===== src/hdl/mexp_pkg.sv =====
// ----------------------------------------------------------------------------
// mexp_pkg
// Shared widths, datapath command codes, control/status types and the
// modular add used by the square-and-multiply datapath.
// ----------------------------------------------------------------------------
package mexp_pkg;

  localparam int OPERAND_WIDTH = 32;
  localparam int CNT_W         = $clog2(OPERAND_WIDTH);
  localparam int CMD_W         = 3;

  localparam logic [OPERAND_WIDTH-1:0] MOD_RESET = OPERAND_WIDTH'(23);

  // datapath commands
  localparam logic [CMD_W-1:0] CMD_NOP         = 3'd0;
  localparam logic [CMD_W-1:0] CMD_LOAD        = 3'd1;
  localparam logic [CMD_W-1:0] CMD_DIV_STEP    = 3'd2;
  localparam logic [CMD_W-1:0] CMD_DIV_END     = 3'd3;
  localparam logic [CMD_W-1:0] CMD_MUL_R_START = 3'd4;
  localparam logic [CMD_W-1:0] CMD_MUL_B_START = 3'd5;
  localparam logic [CMD_W-1:0] CMD_MUL_STEP    = 3'd6;
  localparam logic [CMD_W-1:0] CMD_MUL_END     = 3'd7;

  typedef logic [OPERAND_WIDTH-1:0] word_t;

  typedef struct packed {
    logic [CMD_W-1:0] op;
    logic             res_end;   // with CMD_MUL_END: product goes to result, else to base
    logic             out_load;  // load the output register
  } dp_cmd_t;

  typedef struct packed {
    logic exp_zero;
    logic exp_lsb;
    logic mod_zero;
    logic out_busy;
  } dp_status_t;

  // (a + b) mod m for a < m and b < m
  function automatic word_t add_mod(input word_t a, input word_t b, input word_t m);
    logic [OPERAND_WIDTH:0] s;
    s = {1'b0, a} + {1'b0, b};
    if (s >= {1'b0, m}) begin
      s = s - {1'b0, m};
    end
    return s[OPERAND_WIDTH-1:0];
  endfunction

endpackage


===== src/hdl/mexp_ifs.sv =====
// ----------------------------------------------------------------------------
// mexp channel interfaces
// Valid/ready channels for the input item, the result item and the
// modulus configuration write.
// ----------------------------------------------------------------------------
interface mexp_in_if import mexp_pkg::*; ();
  logic  valid;
  logic  ready;
  word_t base_value;
  word_t exponent;

  modport source (output valid, output base_value, output exponent, input ready);
  modport sink   (input valid, input base_value, input exponent, output ready);
endinterface

interface mexp_out_if import mexp_pkg::*; ();
  logic  valid;
  logic  ready;
  word_t power_result;
  logic  modulus_error;

  modport source (output valid, output power_result, output modulus_error, input ready);
  modport sink   (input valid, input power_result, input modulus_error, output ready);
endinterface

interface mexp_cfg_if import mexp_pkg::*; ();
  logic  valid;
  logic  ready;
  word_t modulus;

  modport source (output valid, output modulus, input ready);
  modport sink   (input valid, input modulus, output ready);
endinterface


===== src/hdl/modular_exponentiation.sv =====
// ----------------------------------------------------------------------------
// modular_exponentiation
// Computes base_value ^ exponent mod modulus by right-to-left square and
// multiply, with a configurable modulus.
// ----------------------------------------------------------------------------
// Usage:
//   in_ch  : item with base_value and exponent, taken when valid && ready.
//   out_ch : item with power_result and modulus_error, one per input item.
//   cfg_ch : modulus write, always ready; write it only while the block is
//            idle. Reset loads a modulus of 23.
// A zero modulus gives modulus_error = 1 and power_result = 0; a zero
// exponent gives 1 without reduction.
// One item at a time. The base is first reduced by restoring remainder
// steps; each exponent bit up to the highest set one then takes a square
// or a multiply and a square, all on the one shared bit-serial modular
// multiplier. A zero modulus skips both and goes straight to the result.
// in_ch.ready is high only while idle; a finished item waits in the output
// register, and the next item may be accepted while it does. If the receiver
// stalls, the following result is held until the output register frees up.
// Reset is synchronous, active low, and drops any item in flight.
// ----------------------------------------------------------------------------
module modular_exponentiation import mexp_pkg::*; (
  input  logic      clk,
  input  logic      rst_n,
  mexp_in_if.sink   in_ch,
  mexp_out_if.source out_ch,
  mexp_cfg_if.sink  cfg_ch
);

  dp_cmd_t    cmd;
  dp_status_t status;
  logic       in_ready;

  assign in_ch.ready  = in_ready;
  assign cfg_ch.ready = 1'b1;

  mexp_ctrl u_ctrl (
    .clk      (clk),
    .rst_n    (rst_n),
    .in_valid (in_ch.valid),
    .in_ready (in_ready),
    .status   (status),
    .cmd      (cmd)
  );

  mexp_dp u_dp (
    .clk               (clk),
    .rst_n             (rst_n),
    .cmd               (cmd),
    .status            (status),
    .in_base_value     (in_ch.base_value),
    .in_exponent       (in_ch.exponent),
    .cfg_we            (cfg_ch.valid),
    .cfg_modulus       (cfg_ch.modulus),
    .out_ready         (out_ch.ready),
    .out_valid         (out_ch.valid),
    .out_power_result  (out_ch.power_result),
    .out_modulus_error (out_ch.modulus_error)
  );

endmodule


===== src/hdl/mexp_ctrl.sv =====
// ----------------------------------------------------------------------------
// mexp_ctrl
// Sequencer for square-and-multiply: base reduction, per exponent bit an
// optional multiply and a square, then the result handoff.
// ----------------------------------------------------------------------------
module mexp_ctrl import mexp_pkg::*; (
  input  logic       clk,
  input  logic       rst_n,
  input  logic       in_valid,
  output logic       in_ready,
  input  dp_status_t status,
  output dp_cmd_t    cmd
);

  localparam logic [3:0] S_IDLE     = 4'd0;
  localparam logic [3:0] S_DIV      = 4'd1;
  localparam logic [3:0] S_DIV_END  = 4'd2;
  localparam logic [3:0] S_BIT      = 4'd3;
  localparam logic [3:0] S_MUL_R    = 4'd4;
  localparam logic [3:0] S_RES_END  = 4'd5;
  localparam logic [3:0] S_MUL_B    = 4'd6;
  localparam logic [3:0] S_BASE_END = 4'd7;
  localparam logic [3:0] S_OUT      = 4'd8;

  logic [3:0]       state_r, state_nxt;
  logic [CNT_W-1:0] cnt_r, cnt_nxt;
  logic             last_step;

  assign last_step = (cnt_r == CNT_W'(OPERAND_WIDTH - 1));
  assign in_ready  = (state_r == S_IDLE);

  always_comb begin
    state_nxt    = state_r;
    cnt_nxt      = '0;
    cmd.op       = CMD_NOP;
    cmd.res_end  = 1'b0;
    cmd.out_load = 1'b0;
    unique case (state_r)
      S_IDLE: begin
        if (in_valid) begin
          cmd.op    = CMD_LOAD;
          state_nxt = status.mod_zero ? S_OUT : S_DIV;
        end
      end
      S_DIV: begin
        cmd.op  = CMD_DIV_STEP;
        cnt_nxt = cnt_r + 1'b1;
        if (last_step) begin
          state_nxt = S_DIV_END;
        end
      end
      S_DIV_END: begin
        cmd.op    = CMD_DIV_END;
        state_nxt = S_BIT;
      end
      S_BIT: begin
        priority if (status.exp_zero) begin
          state_nxt = S_OUT;
        end else if (status.exp_lsb) begin
          cmd.op    = CMD_MUL_R_START;
          state_nxt = S_MUL_R;
        end else begin
          cmd.op    = CMD_MUL_B_START;
          state_nxt = S_MUL_B;
        end
      end
      S_MUL_R, S_MUL_B: begin
        cmd.op  = CMD_MUL_STEP;
        cnt_nxt = cnt_r + 1'b1;
        if (last_step) begin
          state_nxt = (state_r == S_MUL_R) ? S_RES_END : S_BASE_END;
        end
      end
      S_RES_END: begin
        // store result and set up the square in one go
        cmd.op      = CMD_MUL_END;
        cmd.res_end = 1'b1;
        state_nxt   = S_MUL_B;
      end
      S_BASE_END: begin
        cmd.op    = CMD_MUL_END;
        state_nxt = S_BIT;
      end
      S_OUT: begin
        // hold until the output register is free
        if (!status.out_busy) begin
          cmd.out_load = 1'b1;
          state_nxt    = S_IDLE;
        end
      end
      default: begin
        state_nxt = S_IDLE;
      end
    endcase
  end

  always_ff @(posedge clk) begin
    if (!rst_n) begin
      state_r <= S_IDLE;
      cnt_r   <= '0;
    end else begin
      state_r <= state_nxt;
      cnt_r   <= cnt_nxt;
    end
  end

endmodule


===== src/hdl/mexp_dp.sv =====
// ----------------------------------------------------------------------------
// mexp_dp
// Operand registers, shared bit-serial modular multiplier / reducer,
// modulus register and output register.
// ----------------------------------------------------------------------------
module mexp_dp import mexp_pkg::*; (
  input  logic       clk,
  input  logic       rst_n,
  input  dp_cmd_t    cmd,
  output dp_status_t status,
  input  word_t      in_base_value,
  input  word_t      in_exponent,
  input  logic       cfg_we,
  input  word_t      cfg_modulus,
  input  logic       out_ready,
  output logic       out_valid,
  output word_t      out_power_result,
  output logic       out_modulus_error
);

  word_t mod_r;
  word_t base_r, base_nxt;
  word_t res_r, res_nxt;
  word_t exp_r, exp_nxt;
  word_t ma_r, ma_nxt;
  word_t mb_r, mb_nxt;
  word_t acc_r, acc_nxt;
  word_t out_res_r;
  logic  out_err_r;
  logic  out_valid_r, out_valid_nxt;

  logic [OPERAND_WIDTH:0] div_trial;
  word_t                  res_op;

  // result is 1 (unreduced) or already below the modulus
  assign res_op = (res_r >= mod_r) ? '0 : res_r;

  always_comb begin
    div_trial = {acc_r, mb_r[OPERAND_WIDTH-1]};
    if (div_trial >= {1'b0, mod_r}) begin
      div_trial = div_trial - {1'b0, mod_r};
    end
  end

  always_comb begin
    base_nxt = base_r;
    res_nxt  = res_r;
    exp_nxt  = exp_r;
    ma_nxt   = ma_r;
    mb_nxt   = mb_r;
    acc_nxt  = acc_r;
    unique case (cmd.op)
      CMD_NOP: begin
      end
      CMD_LOAD: begin
        mb_nxt  = in_base_value;
        exp_nxt = in_exponent;
        res_nxt = OPERAND_WIDTH'(1);
        acc_nxt = '0;
      end
      CMD_DIV_STEP: begin
        acc_nxt = div_trial[OPERAND_WIDTH-1:0];
        mb_nxt  = {mb_r[OPERAND_WIDTH-2:0], 1'b0};
      end
      CMD_DIV_END: begin
        base_nxt = acc_r;
      end
      CMD_MUL_R_START: begin
        ma_nxt  = base_r;
        mb_nxt  = res_op;
        acc_nxt = '0;
      end
      CMD_MUL_B_START: begin
        ma_nxt  = base_r;
        mb_nxt  = base_r;
        acc_nxt = '0;
      end
      CMD_MUL_STEP: begin
        if (mb_r[0]) begin
          acc_nxt = add_mod(acc_r, ma_r, mod_r);
        end
        ma_nxt = add_mod(ma_r, ma_r, mod_r);
        mb_nxt = {1'b0, mb_r[OPERAND_WIDTH-1:1]};
      end
      CMD_MUL_END: begin
        if (cmd.res_end) begin
          res_nxt = acc_r;
          ma_nxt  = base_r;
          mb_nxt  = base_r;
          acc_nxt = '0;
        end else begin
          base_nxt = acc_r;
          exp_nxt  = {1'b0, exp_r[OPERAND_WIDTH-1:1]};
        end
      end
      default: begin
      end
    endcase
  end

  always_comb begin
    out_valid_nxt = out_valid_r;
    if (out_valid_r && out_ready) begin
      out_valid_nxt = 1'b0;
    end
    if (cmd.out_load) begin
      out_valid_nxt = 1'b1;
    end
  end

  always_ff @(posedge clk) begin
    if (!rst_n) begin
      mod_r       <= MOD_RESET;
      out_valid_r <= 1'b0;
    end else begin
      if (cfg_we) begin
        mod_r <= cfg_modulus;
      end
      out_valid_r <= out_valid_nxt;
    end
  end

  always_ff @(posedge clk) begin
    base_r <= base_nxt;
    res_r  <= res_nxt;
    exp_r  <= exp_nxt;
    ma_r   <= ma_nxt;
    mb_r   <= mb_nxt;
    acc_r  <= acc_nxt;
    if (cmd.out_load) begin
      out_err_r <= (mod_r == '0);
      out_res_r <= (mod_r == '0) ? '0 : res_r;
    end
  end

  assign status.exp_zero = (exp_r == '0);
  assign status.exp_lsb  = exp_r[0];
  assign status.mod_zero = (mod_r == '0);
  assign status.out_busy = out_valid_r && !out_ready;

  assign out_valid         = out_valid_r;
  assign out_power_result  = out_res_r;
  assign out_modulus_error = out_err_r;

endmodule


===== src/flat_wrapper.sv =====
// flat-port wrapper written by rule: the top's interface ports become plain ports
module modular_exponentiation_flat import mexp_pkg::*;
  (clk, rst_n, in_ch_valid, in_ch_base_value, in_ch_exponent, in_ch_ready, out_ch_valid, out_ch_power_result, out_ch_modulus_error, out_ch_ready, cfg_ch_valid, cfg_ch_modulus, cfg_ch_ready);
  mexp_in_if in_ch_i ();
  mexp_out_if out_ch_i ();
  mexp_cfg_if cfg_ch_i ();
  input  logic clk;
  input  logic rst_n;
  input wire logic [$bits(in_ch_i.valid)-1:0] in_ch_valid;
  input wire logic [$bits(in_ch_i.base_value)-1:0] in_ch_base_value;
  input wire logic [$bits(in_ch_i.exponent)-1:0] in_ch_exponent;
  output wire logic [$bits(in_ch_i.ready)-1:0] in_ch_ready;
  output wire logic [$bits(out_ch_i.valid)-1:0] out_ch_valid;
  output wire logic [$bits(out_ch_i.power_result)-1:0] out_ch_power_result;
  output wire logic [$bits(out_ch_i.modulus_error)-1:0] out_ch_modulus_error;
  input wire logic [$bits(out_ch_i.ready)-1:0] out_ch_ready;
  input wire logic [$bits(cfg_ch_i.valid)-1:0] cfg_ch_valid;
  input wire logic [$bits(cfg_ch_i.modulus)-1:0] cfg_ch_modulus;
  output wire logic [$bits(cfg_ch_i.ready)-1:0] cfg_ch_ready;
  assign in_ch_i.valid = in_ch_valid;
  assign in_ch_i.base_value = in_ch_base_value;
  assign in_ch_i.exponent = in_ch_exponent;
  assign in_ch_ready = in_ch_i.ready;
  assign out_ch_valid = out_ch_i.valid;
  assign out_ch_power_result = out_ch_i.power_result;
  assign out_ch_modulus_error = out_ch_i.modulus_error;
  assign out_ch_i.ready = out_ch_ready;
  assign cfg_ch_i.valid = cfg_ch_valid;
  assign cfg_ch_i.modulus = cfg_ch_modulus;
  assign cfg_ch_ready = cfg_ch_i.ready;
  modular_exponentiation u_core (.clk(clk), .rst_n(rst_n), .in_ch(in_ch_i), .out_ch(out_ch_i), .cfg_ch(cfg_ch_i));
endmodule

===== config.mk =====
export PLATFORM = sky130hd
export DESIGN_NAME = modular_exponentiation_flat
export DESIGN_NICKNAME = d
export VERILOG_FILES = /design/src/hdl/mexp_pkg.sv /design/src/hdl/mexp_ifs.sv /design/src/hdl/modular_exponentiation.sv /design/src/hdl/mexp_ctrl.sv /design/src/hdl/mexp_dp.sv /design/src/flat_wrapper.sv
export SDC_FILE = /design/constraint.sdc
export NUM_CORES = 1
export LEC_CHECK = 0
export BUFFER_PORTS_ARGS = -buffer_cell sky130_fd_sc_hd__buf_2
export CORE_ASPECT_RATIO = 1.2
export CORE_MARGIN = 2
export CORE_UTILIZATION = 53
export CTS_CLUSTER_SIZE = 10
export DETAILED_ROUTE_END_ITERATION = 8
export PLACE_DENSITY_LB_ADDON = 0.2
export SLEW_MARGIN = 20
export SYNTH_ARGS = -nofsm -noshare
export SYNTH_HDL_FRONTEND = slang
export SYNTH_SLANG_ARGS = --single-unit
export TNS_END_PERCENT = 20

===== constraint.sdc =====
create_clock -name clk -period 9.2 [get_ports clk]
set_clock_uncertainty 0.15 [all_clocks]
set_input_delay 0 -clock clk [delete_from_list [all_inputs] [get_ports clk]]
set_output_delay 0 -clock clk [all_outputs]
set_load 0.01 [all_outputs]

==> run metrics <==
status finished clean; Critical Path Fanout Max 31; Syn. warnings 0; Power Dens Cells 395.1 nW/µm²; CP max-delay cell o31a_2; final WL 57010 µm; max_slew headroom 27.84%; total number of vias 16860; Hold/Removal Path Class primary input to flip-flop; Worst-path clk slew 0.06 ns; fillcell total 2954; Synth Cell Area 19180 µm²; Tightest Pin Transition 1.082 ns; Synth Instances 1996; GR Overflow Total 0; Combinational Power Share 61.7%; Async SR Flop Fraction 0%; H-tree Lvls 2; Total GRT Usage 30.03%; cell row count 76; # port buffers 135; DP HPWL 41810 µm; Top-Level Pins 137; Vias/cell 6.215; sequential share of power 24.3%; Setup Viol. Count Final 0; Tmin final 6.589 ns; largest net degree at the start of global routing 76; Final Wtd Congestion 0.9463; WHS 0.1426 ns; die height 212.4 µm; Sw Ratio 45.70%; Layout area overhead 17.82%; Main synth FF type edfxtp_1; vias in the first global route 15980; Final Hold Fails 0; Clock Sink Count 267; diode count 0; setup bufs post-CTS 0; CTS max path bufs 3; fraction of layout cells with a size suffix above 1 10.43%; critical path type flip-flop to flip-flop; Int Pwr 4849 µW; nets 2492; Die X 177.7 µm; number of max-cap violations 0; core footprint 35750 µm²; first-pass GRT wire length 88170 µm; slowest stage delay, CP 0.93 ns; CTS root buf clkbuf_16; WL/cell 21.02 µm; clock latency on the worst-skew pair 0.53 ns; post-route setup TNS 0 ns; Seq cells post-synth 267; initial antenna violation count 0; syn nets 2263; Worst setup EP type flip-flop; post-synthesis sequential area ratio 39.61%; worst IR drop on VDD 0.2378 mV; DRC Markers 0; RSZ-0062 raised after global routing false; Cell variety after synth 83; type of origin of the critical path flip-flop; Worst Path Required 9.32 ns; Worst EP arrival 6.71 ns; CTS tree yes; die area 37730 µm²; Detail Route Antenna Nets 0; DRT Pass-1 Iters 6; maximum clock frequency 151.8 MHz; Clk pwr share 14.0%; Core Util, Final 63.20%; Post-synth EDFFs 225; quantity of gates resized following cts 0; syn avg cell area 9.608 µm²; TritonCTS Buffers 34; Initial DRC Count 1650; pins over their slew limit 0; Lkg Pwr 0.009614 µW; initial cell density of the core 53.64%; Final period util 71.62%; P_sw 4080 µW; ordered cell list for the critical path ha_1, inv_1, fa_1, nand2b_1, a21oi_1, o2111ai_1, o21ai_2, a41oi_1, o21ai_0, a21o_1, a21oi_1, xnor2_1, ha_1, a21o_1, a21o_1, a21oi_1, o21ai_0, nand2_1, nand3_1, a221oi_1, o31a_2, nor2_1, a221o_1
## repair_timing
action                                 in CTS  in global routing
setup endpoints to repair                   0                  0
hold buffers                              132                  0
endpoints found under the hold margin     106                  0
## logic make-up after synthesis
group                    after synthesis  synth area share [%]
AND/OR/NAND/NOR                      622                 15.83
buffers and inverters                183                 3.732
other                                  1               0.01955
flip-flops                           267                 39.61
XOR/XNOR                             109                 4.978
multiplexers                          87                 4.573
adder cells (fa/ha/maj)              166                 10.99
AO/OA/AOI/OAI                        561                 20.27
## registers in the layout, indices dropped and copies added, names as in the netlist
name                           flops
u_core.u_dp.ma_r                  32
u_core.u_dp.mb_r                  32
u_core.u_dp.out_valid              1
u_core.u_dp.acc_r                 32
u_core.u_dp.base_r                32
u_core.u_dp.out_power_result      32
u_core.u_ctrl.cnt_r                5
u_core.u_dp.out_modulus_error      1
u_core.u_dp.res_r                 32
u_core.u_ctrl.state_r              4
u_core.u_dp.exp_r                 32
u_core.u_dp.mod_r                 32
## layout make-up
| cell class | count | area [µm²] | share of cell area, % |
|---|---|---|---|
| Clock buffer | 51 | 987.2 | 4.369 |
| Clock inverter | 4 | 25.02 | 0.1107 |
| Inverter | 94 | 352.8 | 1.561 |
| Multi-Input combinational cell | 1546 | 10940 | 48.41 |
| Sequential cell | 267 | 7597 | 33.62 |
| Tap cell | 468 | 585.6 | 2.591 |
| Timing Repair Buffer | 282 | 2110 | 9.336 |
## layer usage
layer,GRT usage (%),share of wire (%),up-vias
met5,0,0,-
met2,46.85,44,716
met1,42.77,45,8090
met3,4.453,8.0,84
li1,-,-,7965
met4,9.977,3.3,0
## critical path, delay by kind of cell, from the launching register on
family	cells	cell delay, ns
flops	1	0.43
buf+inv	1	0.06
fa+ha+maj	3	0.98
simple gates	4	0.55
compound gates	14	3.90
xor+xnor	1	0.25
## per-stage QoR
| step | instance area [µm²] | cells | power [µW] | setup slack (ns) |
|---|---|---|---|---|
| 4_1_cts | 22590 | 2712 | 8818 | 2.623 |
| 6_report | 22600 | 2712 | 8929 | 2.611 |
| 3_3_place_gp | 20260 | 2525 | 7405 | 2.827 |
| 5_1_grt | 22600 | 2712 | 9555 | 2.189 |
| 2_1_floorplan | 19180 | 1996 | 6204 | 4.164 |
| 3_5_place_dp | 20260 | 2525 | 7505 | 2.637 |
## power groups by stage
stage          sequential, µW  clock (µW)  combinational [µW]
2_1_floorplan            2020           0                4180
3_3_place_gp             2160           0                5240
3_5_place_dp             2180           0                5330
4_1_cts                  2160        1260                5400
5_1_grt                  2200        1310                6040
6_report                 2170        1250                5510
## synth_stat cells (12+ instances only)
cell type  count  area (µm²)
nand2_1      214       803.3
a21oi_1      142       710.7
nor4_1        23       143.9
a222oi_1      31       310.3
o22ai_1       28       175.2
xnor2_1       70       613.1
nor2_1       110       412.9
edfxtp_1     225        6756
nand4_1       26       162.7
xor2_1        39       341.6
mux2i_1       85       850.8
clkbuf_1      70       262.8
nand2b_1      22       137.6
a211oi_1      13       97.59
o21ai_0       83       415.4
and2_1        12       75.07
a31oi_1       22       137.6
dfxtp_1       42       840.8
a21o_1        82       615.6
inv_1         94       352.8
o21a_1        27       202.7
nor3_1        33       165.2
nor2b_1       78       488.0
ha_1         162        2027
nand3_1       31       155.2
and3_1        52       325.3
a221o_1       37       370.4
## cell usage in the layout (no fill, tap or decap), types with 11 or more instances in the layout
master,Yosys,routed
a211oi_1,13,13
a21o_1,82,82
a21oi_1,142,141
a221o_1,37,37
a222oi_1,31,31
a31oi_1,22,22
and2_1,12,11
and3_1,52,51
buf_2,4,135
buf_4,4,15
clkbuf_1,70,12
clkbuf_16,0,36
dfxtp_1,42,42
dlygate4sd3_1,0,132
edfxtp_1,225,225
ha_1,162,162
inv_1,94,94
mux2i_1,85,85
nand2_1,214,213
nand2b_1,22,22
nand3_1,31,31
nand4_1,26,26
nor2_1,110,103
nor2b_1,78,77
nor3_1,33,31
nor4_1,23,22
o21a_1,27,27
o21ai_0,83,83
o21bai_1,11,11
o22ai_1,28,28
xnor2_1,70,70
xor2_1,39,39
## worst paths after layout
kind,start,to,slack [ns],depth (start not counted)
setup / recovery,u_core.u_dp.acc_r[0],u_core.u_dp.acc_r[31],2.61,23
hold / removal,in_ch_exponent[0],u_core.u_dp.exp_r[0],0.14,4
setup reg to reg,u_core.u_dp.acc_r[0],u_core.u_dp.acc_r[31],2.61,23
hold reg to reg,u_core.u_ctrl.cnt_r[0],u_core.u_ctrl.cnt_r[0],0.29,1
(Power assumes the default switching activity.)
